==> src/hw/rtl/swish_activation_unit_top_macros.svh <==
// ----------------------------------------------------------------------------
// Swish activation unit assertion macros
// Shared property wrappers for the top level checks.
// ----------------------------------------------------------------------------
`ifndef SWISH_ACTIVATION_UNIT_TOP_MACROS_SVH
`define SWISH_ACTIVATION_UNIT_TOP_MACROS_SVH

// cond in this cycle implies nxt in the following cycle
`define SWISH_ASSERT_NEXT(lbl, cond, nxt, msg) \
   lbl: assert property (@(posedge clock) disable iff (reset) (cond) |=> (nxt)) \
      else $error(msg);

// cond implies prop in the same cycle
`define SWISH_ASSERT_NOW(lbl, cond, prop, msg) \
   lbl: assert property (@(posedge clock) disable iff (reset) (cond) |-> (prop)) \
      else $error(msg);

`endif

==> src/hw/rtl/swish_pkg.sv <==
// ----------------------------------------------------------------------------
// Swish activation unit package
// Beat types, stage indexes, arithmetic widths and the sigmoid table builder.
// ----------------------------------------------------------------------------
package swish_pkg;

   localparam int FracBits  = 12;
   localparam int ValueW    = 16;
   localparam int SigDepth  = 256;
   localparam int SigIdxW   = 8;
   localparam int RemW      = ValueW - SigIdxW;
   localparam int SigW      = FracBits + 1;
   localparam int OperandW  = ValueW + 1;
   localparam int MulW      = OperandW + SigW + 1;
   localparam int InnerW    = 32;
   localparam int ProdW     = 48;
   localparam int RoundSh   = 2 * FracBits;
   localparam int NumStages = 6;

   localparam int StageLookup = 0;
   localparam int StageInterp = 1;
   localparam int StageMul    = 2;
   localparam int StageInner  = 3;
   localparam int StageProd   = 4;
   localparam int StageOut    = 5;

   localparam logic ModeForward  = 1'b0;
   localparam logic ModeGradient = 1'b1;

   localparam logic signed [OperandW-1:0] OneFx    = OperandW'(1 << FracBits);
   localparam logic signed [ProdW-1:0]    RoundBias = ProdW'(1) <<< (RoundSh - 1);

   localparam longint unsigned Q60One = 64'h1000_0000_0000_0000;
   localparam longint unsigned Low30  = 64'h0000_0000_3FFF_FFFF;
   localparam longint unsigned TStep  = 64'h0002_0000_0000_0000;

   typedef struct packed {
      logic                     mode;
      logic signed [ValueW-1:0] x_value;
      logic signed [ValueW-1:0] y_value;
      logic signed [ValueW-1:0] dy_value;
      logic                     last_element;
   } swish_req_type;

   typedef struct packed {
      logic signed [ValueW-1:0] result_value;
      logic                     saturated;
      logic                     last_result;
   } swish_rsp_type;

   typedef struct packed {
      logic lookup;
      logic interp;
   } swish_adv_type;

   function automatic longint unsigned mul_q60(longint unsigned a, longint unsigned b);
      longint unsigned ah, al, bh, bl, mid;
      ah  = a >> 30;
      al  = a & Low30;
      bh  = b >> 30;
      bl  = b & Low30;
      mid = ah * bl + al * bh + ((al * bl) >> 30);
      return ah * bh + (mid >> 30);
   endfunction

   // exp(-|v|) in Q60 with v = -8 + k/16: series on |v|/64, then six squarings
   function automatic longint unsigned sig_exp(int unsigned k);
      longint unsigned m, t, e, term, sum;
      logic            upper;
      upper = (2 * k >= SigDepth);
      m     = upper ? 64'(2 * k - SigDepth) : 64'(SigDepth - 2 * k);
      t     = m * TStep;
      sum   = Q60One;
      term  = Q60One;
      for (int n = 1; n <= 16; n++) begin
         term = mul_q60(term, t) / 64'(n);
         if ((n & 1) != 0) begin
            sum = sum - term;
         end else begin
            sum = sum + term;
         end
      end
      e = sum;
      for (int i = 0; i < 6; i++) begin
         e = mul_q60(e, e);
      end
      return e;
   endfunction

endpackage

==> src/hw/rtl/swish_activation_unit_top.sv <==
// ----------------------------------------------------------------------------
// Swish activation unit
// Elementwise swish and swish gradient on Q4.12 values, six-stage pipeline.
//
//   channel  valid      stall      payload
//   input    req_valid  req_stall  req_data (swish_req_type)
//   output   rsp_valid  rsp_stall  rsp_data (swish_rsp_type)
//
// One beat per cycle in and out while the output is not stalled.
// Stages: table read, interpolation, sigmoid multiply, inner sum,
// gradient multiply, round and saturate.
// Reset clears the stage valid bits only.
// A stall on the output holds each full stage with no empty stage after it; empty stages still fill.
// ----------------------------------------------------------------------------
`include "swish_activation_unit_top_macros.svh"

module swish_activation_unit_top (
   input  logic                     clock,
   input  logic                     reset,
   input  logic                     req_valid,
   output logic                     req_stall,
   input  swish_pkg::swish_req_type req_data,
   output logic                     rsp_valid,
   input  logic                     rsp_stall,
   output swish_pkg::swish_rsp_type rsp_data
);
   import swish_pkg::*;

   logic [NumStages-1:0] vld_ff;
   logic [NumStages-1:0] vld_in;
   logic [NumStages-1:0] adv;
   swish_adv_type        sig_adv;
   logic [SigW-1:0]      sigmoid;

   swish_req_type              s0_ff;
   swish_req_type              s1_ff;
   logic signed [OperandW-1:0] omy_in;
   logic signed [OperandW-1:0] omy_ff;

   logic signed [OperandW-1:0] mul_a;
   logic signed [MulW-1:0]     mul_in;
   logic signed [MulW-1:0]     mul_ff;
   logic                       mode2_ff;
   logic signed [ValueW-1:0]   y2_ff;
   logic signed [ValueW-1:0]   dy2_ff;
   logic                       last2_ff;

   logic signed [InnerW-1:0]   inner_in;
   logic signed [InnerW-1:0]   inner_ff;
   logic                       mode3_ff;
   logic signed [ValueW-1:0]   dy3_ff;
   logic                       last3_ff;

   logic signed [ProdW-1:0]    prod_in;
   logic signed [ProdW-1:0]    prod_ff;
   logic                       last4_ff;

   logic signed [ProdW-1:0]    rnd;
   logic [ProdW-RoundSh-1:0]   r_top;
   logic                       sat;
   swish_rsp_type              rsp_in;
   swish_rsp_type              rsp_ff;

   // advance chain: a stage moves when empty or when its successor moves
   always_comb begin
      adv[NumStages-1] = !vld_ff[NumStages-1] || !rsp_stall;
      for (int i = NumStages - 2; i >= 0; i--) begin
         adv[i] = !vld_ff[i] || adv[i+1];
      end
   end

   assign vld_in    = {vld_ff[NumStages-2:0], req_valid};
   assign req_stall = !adv[StageLookup];

   always_ff @(posedge clock) begin
      if (reset) begin
         vld_ff <= '0;
      end else begin
         vld_ff <= (vld_ff & ~adv) | (vld_in & adv);
      end
   end

   assign sig_adv.lookup = adv[StageLookup];
   assign sig_adv.interp = adv[StageInterp];

   swish_sigmoid u_sigmoid (
      .clock   (clock),
      .adv     (sig_adv),
      .x_value (req_data.x_value),
      .sigmoid (sigmoid)
   );

   always_ff @(posedge clock) begin
      if (adv[StageLookup]) begin
         s0_ff <= req_data;
      end
   end

   assign omy_in = OneFx - OperandW'(s0_ff.y_value);

   always_ff @(posedge clock) begin
      if (adv[StageInterp]) begin
         s1_ff  <= s0_ff;
         omy_ff <= omy_in;
      end
   end

   // forward: x * s, gradient: s * (1 - y)
   assign mul_a  = (s1_ff.mode == ModeGradient) ? omy_ff : OperandW'(s1_ff.x_value);
   assign mul_in = MulW'(mul_a) * MulW'($signed({1'b0, sigmoid}));

   always_ff @(posedge clock) begin
      if (adv[StageMul]) begin
         mul_ff   <= mul_in;
         mode2_ff <= s1_ff.mode;
         y2_ff    <= s1_ff.y_value;
         dy2_ff   <= s1_ff.dy_value;
         last2_ff <= s1_ff.last_element;
      end
   end

   always_comb begin
      if (mode2_ff == ModeGradient) begin
         inner_in = (InnerW'(y2_ff) <<< FracBits) + InnerW'(mul_ff);
      end else begin
         inner_in = InnerW'(mul_ff);
      end
   end

   always_ff @(posedge clock) begin
      if (adv[StageInner]) begin
         inner_ff <= inner_in;
         mode3_ff <= mode2_ff;
         dy3_ff   <= dy2_ff;
         last3_ff <= last2_ff;
      end
   end

   // align forward to the gradient scale so one rounding step serves both
   always_comb begin
      if (mode3_ff == ModeGradient) begin
         prod_in = ProdW'(dy3_ff) * ProdW'(inner_ff);
      end else begin
         prod_in = ProdW'(inner_ff) <<< FracBits;
      end
   end

   always_ff @(posedge clock) begin
      if (adv[StageProd]) begin
         prod_ff  <= prod_in;
         last4_ff <= last3_ff;
      end
   end

   always_comb begin
      rnd   = prod_ff + RoundBias;
      r_top = rnd[ProdW-1:RoundSh];
      sat   = !((&r_top[ProdW-RoundSh-1:ValueW-1]) || !(|r_top[ProdW-RoundSh-1:ValueW-1]));
      rsp_in.saturated   = sat;
      rsp_in.last_result = last4_ff;
      if (!sat) begin
         rsp_in.result_value = r_top[ValueW-1:0];
      end else if (r_top[ProdW-RoundSh-1]) begin
         rsp_in.result_value = {1'b1, {(ValueW-1){1'b0}}};
      end else begin
         rsp_in.result_value = {1'b0, {(ValueW-1){1'b1}}};
      end
   end

   always_ff @(posedge clock) begin
      if (adv[StageOut]) begin
         rsp_ff <= rsp_in;
      end
   end

   assign rsp_valid = vld_ff[StageOut];
   assign rsp_data  = rsp_ff;

   `SWISH_ASSERT_NEXT(a_accept_enters, req_valid && !req_stall, vld_ff[StageLookup], "accepted beat lost at entry")
   `SWISH_ASSERT_NEXT(a_mul_holds, vld_ff[StageMul] && !adv[StageMul], vld_ff[StageMul], "held stage dropped its beat")
   `SWISH_ASSERT_NOW(a_stall_full, req_stall, (&vld_ff) && rsp_stall, "input stalled with room in the pipeline")

endmodule

==> src/hw/rtl/swish_sigmoid.sv <==
// ----------------------------------------------------------------------------
// Swish sigmoid lookup
// Two-stage table lookup with linear interpolation on the low input bits.
// ----------------------------------------------------------------------------
module swish_sigmoid (
   input  logic                                  clock,
   input  swish_pkg::swish_adv_type              adv,
   input  logic signed [swish_pkg::ValueW-1:0]   x_value,
   output logic        [swish_pkg::SigW-1:0]     sigmoid
);
   import swish_pkg::*;

   logic [SigW-1:0]      rom [SigDepth];
   logic [ValueW-1:0]    u;
   logic [SigIdxW-1:0]   idx;
   logic [SigIdxW-1:0]   idx_nx;
   logic [SigW-1:0]      lo;
   logic [SigW-1:0]      hi;
   logic [SigW-1:0]      lo_ff;
   logic [SigW-1:0]      diff_in;
   logic [SigW-1:0]      diff_ff;
   logic [RemW-1:0]      rem_ff;
   logic [SigW+RemW-1:0] step_prod;
   logic [SigW-1:0]      s_in;
   logic [SigW-1:0]      s_ff;

   // round(2^F / (1 + exp(-v))), ties upward
   for (genvar k = 0; k < SigDepth; k++) begin : g_rom
      localparam longint unsigned Ex  = sig_exp(k);
      localparam longint unsigned Num = (2 * k >= SigDepth) ? Q60One : Ex;
      localparam longint unsigned Den = Q60One + Ex;
      localparam longint unsigned Quo =
         (((Num >> 20) << (FracBits + 1)) / (Den >> 20) + 64'd1) >> 1;
      localparam logic [SigW-1:0] Entry = SigW'(Quo);
      assign rom[k] = Entry;
   end

   // offset x by +8.0: flip the sign bit
   assign u      = {~x_value[ValueW-1], x_value[ValueW-2:0]};
   assign idx    = u[ValueW-1:RemW];
   assign idx_nx = idx + SigIdxW'(1);

   always_comb begin
      lo = rom[idx];
      hi = (idx == SigIdxW'(SigDepth - 1)) ? lo : rom[idx_nx];
      diff_in = (hi > lo) ? hi - lo : '0;
   end

   always_ff @(posedge clock) begin
      if (adv.lookup) begin
         lo_ff   <= lo;
         diff_ff <= diff_in;
         rem_ff  <= u[RemW-1:0];
      end
   end

   assign step_prod = (SigW+RemW)'(diff_ff) * (SigW+RemW)'(rem_ff);
   assign s_in      = lo_ff + step_prod[SigW+RemW-1:RemW];

   always_ff @(posedge clock) begin
      if (adv.interp) begin
         s_ff <= s_in;
      end
   end

   assign sigmoid = s_ff;

endmodule
==> config.mk <==
export PLATFORM = sky130hd
export DESIGN_NAME = swish_activation_unit_top
export DESIGN_NICKNAME = d
export VERILOG_FILES = /design/src/hw/rtl/swish_pkg.sv /design/src/hw/rtl/swish_activation_unit_top.sv /design/src/hw/rtl/swish_sigmoid.sv
export VERILOG_INCLUDE_DIRS = /design/src /design/src/hw/rtl
export SDC_FILE = /design/constraint.sdc
export NUM_CORES = 2
export LEC_CHECK = 0
export BUFFER_PORTS_ARGS = -buffer_cell sky130_fd_sc_hd__buf_4
export CAP_MARGIN = 5
export CORE_UTILIZATION = 51
export CTS_CLUSTER_DIAMETER = 60
export DETAILED_ROUTE_END_ITERATION = 7
export MAX_ROUTING_LAYER = met4
export PLACE_DENSITY = 0.72
export SLEW_MARGIN = 20
export SYNTH_ARGS = -nofsm -noshare
export SYNTH_HDL_FRONTEND = slang
export SYNTH_HIERARCHICAL = 1
export SYNTH_SLANG_ARGS = --single-unit
==> constraint.sdc <==
create_clock -name clock -period 18.7 [get_ports clock]
set_input_delay 0.935 -clock clock [delete_from_list [all_inputs] [get_ports clock]]
set_output_delay 0.935 -clock clock [all_outputs]
set_load 0.02 [all_outputs]
After elaboration in Yosys (flattened, before gate mapping). Memories as Yosys holds them, arrays and structs flattened. Cells that the tools add are included.

Word-level logic and storage cells: 82. Memories: 2. Bits of input ports: 54. Bits in registers: 352. Bits in read-only memories: 6656. Output and inout port bits: 20.

Memory list: (name not given) (words 256, bits a word 13, read ports 1, clocked after memory_dff 0, write ports 0, line swish_sigmoid.sv:45) `hi = (idx == SigIdxW'(SigDepth - 1)) ? lo : rom[idx_nx];`; (name not given) (words 256, bits a word 13, read ports 1, clocked after memory_dff 0, write ports 0, line swish_sigmoid.sv:44) `lo = rom[idx];`.

Equality and inequality tests: 1. Add/sub/neg operators: 6. $lt $le $gt $ge: 3. Muxes and demuxes: 10. Multiply operators: 3. Reduce and logical (&&, ||, !) cells: 19. Bitwise logic cells: 7.

Operators by type and width (count): $mux W13 (5); $add A48 B25 Y48 const B (1); $mul A16 B32 Y48 (1); $mux W48 (1); $add A28 B31 Y32 (1); $mux W16 (2); $mux W32 (1); $mul A17 B14 Y31 (1); $mul A13 B8 Y21 (1); $ge A9 B9 Y1 const B (2); $not A8 Y9 (2); $mux W17 (1); $sub A14 B16 Y17 const A (1); $add A13 B13 Y13 (1); $gt A13 B13 Y1 (1); $sub A13 B13 Y13 (1); $and A6 B6 Y6 (2); $logic_not A1 Y1 (10); $reduce_and A9 Y1 (1); $reduce_or A9 Y1 (1); $add A8 B1 Y8 const B (1); $eq A8 B8 Y1 const B (1); $logic_or A1 B1 Y1 (7); $not A6 Y6 (1); other kinds (2) (2).

Longest topological paths before layout.
Depth after elaboration: 10. Depth in mapped cells: 26. Mapped depth without buffers: 26.

Modules after synthesis. The synthesis kept the hierarchy.

By module, submodules not included: swish_activation_unit_top (area an instance 36216.0 um^2, cells an instance 3513, instances 1, sequential area each 8378.0 um^2); swish_sigmoid (area an instance 10911.7 um^2, cells an instance 1450, instances 1, sequential area each 1381.3 um^2).

Worst setup path before layout. Ideal clock, no wire load.

Path kind: register to register. Start point: register s1_ff[49] (netlist bit). End point: register mul_ff[30], data pin. Buffers on the path: 4. Clock period less this slack: 6.783 ns. Data arrival time: 6.525 ns. Data required time: 18.442 ns. Slack: 11.917 ns. Stages on the path, launching flop included: 22. Setup time: 0.258 ns. Cells stage by stage: edfxtp_1 clkbuf_1 clkbuf_1 mux2_2 clkbuf_1 and2_1 fa_1 fa_1 inv_1 fa_1 inv_1 fa_1 fa_1 fa_1 ha_1 clkbuf_1 nand4_1 o41a_1 a311o_1 a31oi_1 nor2_1 xnor2_1.

Cells in the longest elaborated chain, start to end: 2.

Ends and longest elaborated chain: start, declared (line swish_activation_unit_top.sv:36) `swish_req_type s1_ff;`; start signal, assigned (line swish_activation_unit_top.sv:103) `s1_ff <= s0_ff;`; $mux W17 (line swish_activation_unit_top.sv:109) `assign mul_a = (s1_ff.mode == ModeGradient) ? omy_ff : OperandW'(s1_ff.x_value);`; $mul A17 B14 Y31 (line swish_activation_unit_top.sv:110) `assign mul_in = MulW'(mul_a) * MulW'($signed({1'b0, sigmoid}));`; via mul_in[30] (line swish_activation_unit_top.sv:41) `logic signed [MulW-1:0] mul_in;`; end signal, assigned (line swish_activation_unit_top.sv:114) `mul_ff <= mul_in;`; end, declared (line swish_activation_unit_top.sv:42) `logic signed [MulW-1:0] mul_ff;`.

The timed path passes the listed nets, and every way through them passes these cells. A chain may end at the register's enable or synchronous reset.

Worst setup path after layout.
Start point: register inner_ff[7]. End point: register prod_ff[46], data pin.

Cells in the longest elaborated chain, start to end: 2.

Ends and longest elaborated chain: start, declared (line swish_activation_unit_top.sv:49) `logic signed [InnerW-1:0] inner_ff;`; start signal, assigned (line swish_activation_unit_top.sv:132) `inner_ff <= inner_in;`; $mul A16 B32 Y48 (line swish_activation_unit_top.sv:142) `prod_in = ProdW'(dy3_ff) * ProdW'(inner_ff);`; $mux W48 (line swish_activation_unit_top.sv:141) `if (mode3_ff == ModeGradient) begin`; via prod_in[46] (line swish_activation_unit_top.sv:54) `logic signed [ProdW-1:0] prod_in;`; end signal, assigned (line swish_activation_unit_top.sv:150) `prod_ff <= prod_in;`; end, declared (line swish_activation_unit_top.sv:55) `logic signed [ProdW-1:0] prod_ff;`.

The timed path passes the listed nets, and every way through them passes these cells.

==> flow_summary.json <==
{
  "rsz0062_at_grt": "no",
  "crit_path_start_kind": "register",
  "drtPass1Iterations": 6,
  "critical_path_arrival_ns": 7.69,
  "gr-usage-met2_pct": 45.8,
  "yosys.area.top_type": "fa_1",
  "clock-sinks": 327,
  "min_period_over_period_pct": 39.1,
  "netlist_area_sq_um": 47100,
  "cts_max_path_buffers": 3,
  "final_area_sq_um": 50100,
  "die_area_sq_um": 93600,
  "die_y_um": 306,
  "synth_nets": 6077,
  "clk_latency_ns": 0.64,
  "synth_edf_count": 321,
  "cp_cell_sequence": "nand2_1, fa_1, fa_1, fa_1, inv_1, ha_1, fa_1, inv_1, fa_1, inv_1, ha_1, nand3_1, a21oi_1, a211oi_2, nor4b_1, buf_4, o311a_1, nor2_2, o211ai_1, xor2_1, a21o_1",
  "gp_congestion": 0.995,
  "synth_top_flop_cell": "edfxtp_1",
  "fin_crit_ns": 7.32,
  "drcViolationCount": 0,
  "finalHoldWorstSlack_ns": 0.414,
  "dp.cells": 6016,
  "start_util_pct": 51.4,
  "worstSetupPathType": "reg -> reg",
  "ys_seq_area_share_pct": 20.7,
  "hold_class": "reg -> reg",
  "grt_max_degree": 86,
  "drive_gt1_share_pct": 5.93,
  "skew_ns": 0.0375,
  "critPathMaxStageDelay_ns": 1.01,
  "ys_ff_latch": 327,
  "grtUsageMet1_pct": 37.0,
  "critPathSlowestCell": "edfxtp_1",
  "vias_per_cell": 5.82,
  "yosysWarnings": 6,
  "io_pins": 74,
  "tns_ns": 0,
  "cts_tree": "done",
  "synth_common_cells": "907 x inv_1, 768 x fa_1, 624 x nand2_1",
  "synthToLayoutAreaGrowth_pct": 6.23,
  "cts.clk_slew.worst_paths_ns": 0.06,
  "max_freq_mhz": 137,
  "worst_pin_slew_ns": 1.09,
  "crit_top_cell": "fa_1",
  "numCtsBuffers": 44,
  "fin_nets": 5990,
  "antenna_found_initial": 2,
  "fp-row-count": 111,
  "wl_um": 127000,
  "worstSetupStartpoint": "inner_ff[7]$_DFFE_PP_",
  "holdBufCountCts": 0,
  "cts_root_buffer": "clkbuf_16",
  "critPathCaptureType": "register",
  "finalSetupViolations": 0,
  "num_vias": 35500,
  "fin_cells": 6098,
  "finalHoldViolations": 0,
  "coreArea_sq_um": 91700,
  "placed_area_sq_um": 48500,
  "io_buffer_count": 73,
  "synthArstFlopShare_pct": 0,
  "fp.dieW_um": 306,
  "syn_inst": 4963,
  "slew_headroom_pct": 27.2,
  "cts_resized": 0,
  "yosysMostFrequentCell": "inv_1",
  "status": "finished clean",
  "met3_usage_pct": 5.57,
  "syn_avg_cell_area_sq_um": 9.50,
  "drt_iter0_drc": 3293,
  "synthTopCellsByArea": "fa_1 33%, edfxtp_1 20%, ha_1 7.8%, inv_1 7.2%, and2_1 5.0%",
  "postCtsSetupRepairBufs": 0,
  "dpl.hpwl_um": 94000,
  "gr-usage-all-layers_pct": 28.9,
  "cp.required_ns": 19.07,
  "grt_pass1_wl_um": 204000,
  "final_antenna_net_count": 0,
  "grt_pass1_vias": 37300,
  "htreeDepth": 2,
  "hold_start": "s0_ff[37]$_DFFE_PN_",
  "wl_per_cell_um": 20.9,
  "maxCapViolations": 0,
  "cp_max_fo": 16,
  "synth_top_area_share_pct": 32.6,
  "ys_types": 101,
  "top_usage_layer": "met2",
  "r2r_start": "inner_ff[7]$_DFFE_PP_",
  "grt-ovfl-total": 0,
  "finalMaxSlewViolations": 0
}
==> flip-flops by register name, indices dropped and copies added, names as in the netlist, 8 cells and up, named ones only <==
signal	count
u_sigmoid/rem_ff	8
dy2_ff	16
omy_ff	16
u_sigmoid/diff_ff	13
rsp_data	18
s0_ff	50
prod_ff	25
u_sigmoid/lo_ff	12
dy3_ff	16
inner_ff	32
mul_ff	31
y2_ff	16
s1_ff	50
u_sigmoid/sigmoid	13
==> cells by family (layout without fill, tap and decap cells) <==
group	Yosys count	after routing	share of synthesized area [%]
DFF	327	327	20.7
muxes	53	53	1.49
other	0	2	0
AOI/OAI and AO/OA	734	734	10.1
xor gates and xnor gates	143	143	2.72
and+or+nand+nor	1481	1481	15.1
adders and majority gates	1060	1060	40.4
buffers and inverters	1165	1112	9.50
==> final timing paths <==
| path | slack, ns | cells after the start | to |
|---|---|---|---|
| max reg2reg | 11.38 | 21 | prod_ff[46]$_DFFE_PP_ |
| min reg2reg | 0.41 | 0 | s1_ff[37]$_DFFE_PP_ |
| max | 11.38 | 21 | prod_ff[46]$_DFFE_PP_ |
| min | 0.41 | 0 | s1_ff[37]$_DFFE_PP_ |
==> per-layer routing <==
layer  vias up  routed length, um
met3       342              11500
met2      1716              59700
met5         -                  0
met1     17700              51100
li1      15700                  -
met4         0               5000
==> cells in the final DEF (no fill, tap or decap), types with 51 or more instances in the layout <==
cell type / count
nand3_1: 53
edfxtp_1: 321
and2_1: 377
a21oi_1: 172
fa_1: 768
o21ai_0: 185
xnor2_1: 97
nor2_1: 209
ha_1: 291
nor3_1: 51
buf_4: 118
inv_1: 906
nand2_1: 622
==> stage by stage <==
step | util, % | setup WS (ns)
finish | 54.6 | 11.38
global route | 54.6 | 11.12
CTS | 54.6 | 11.47
detailed placement | 52.9 | 11.16
global placement | 52.9 | 11.31
floorplan | - | 11.92
==> critical path: cells and delay by family, from the launching register on <==
family | cells | cell delay, ns
XOR/XNOR | 1 | 0.11
AO/OA/AOI/OAI | 5 | 1.27
flip-flops | 1 | 1.01
AND/OR/NAND/NOR | 4 | 0.95
adder cells (fa/ha/maj) | 7 | 3.30
buffers and inverters | 4 | 0.41
==> cell type report <==
class	instances	area, sq um
antenna	2	5.00
clock buffer	49	1120
clock inverter	31	428
fill	8076	41600
inverter	914	3430
multi-input combinational	3471	33000
sequential	327	9760
tap	1186	1480
timing repair buffer	118	886
Power is not shown: default switching activity piles up to over one toggle a cycle in this logic, so the estimate is an artifact.
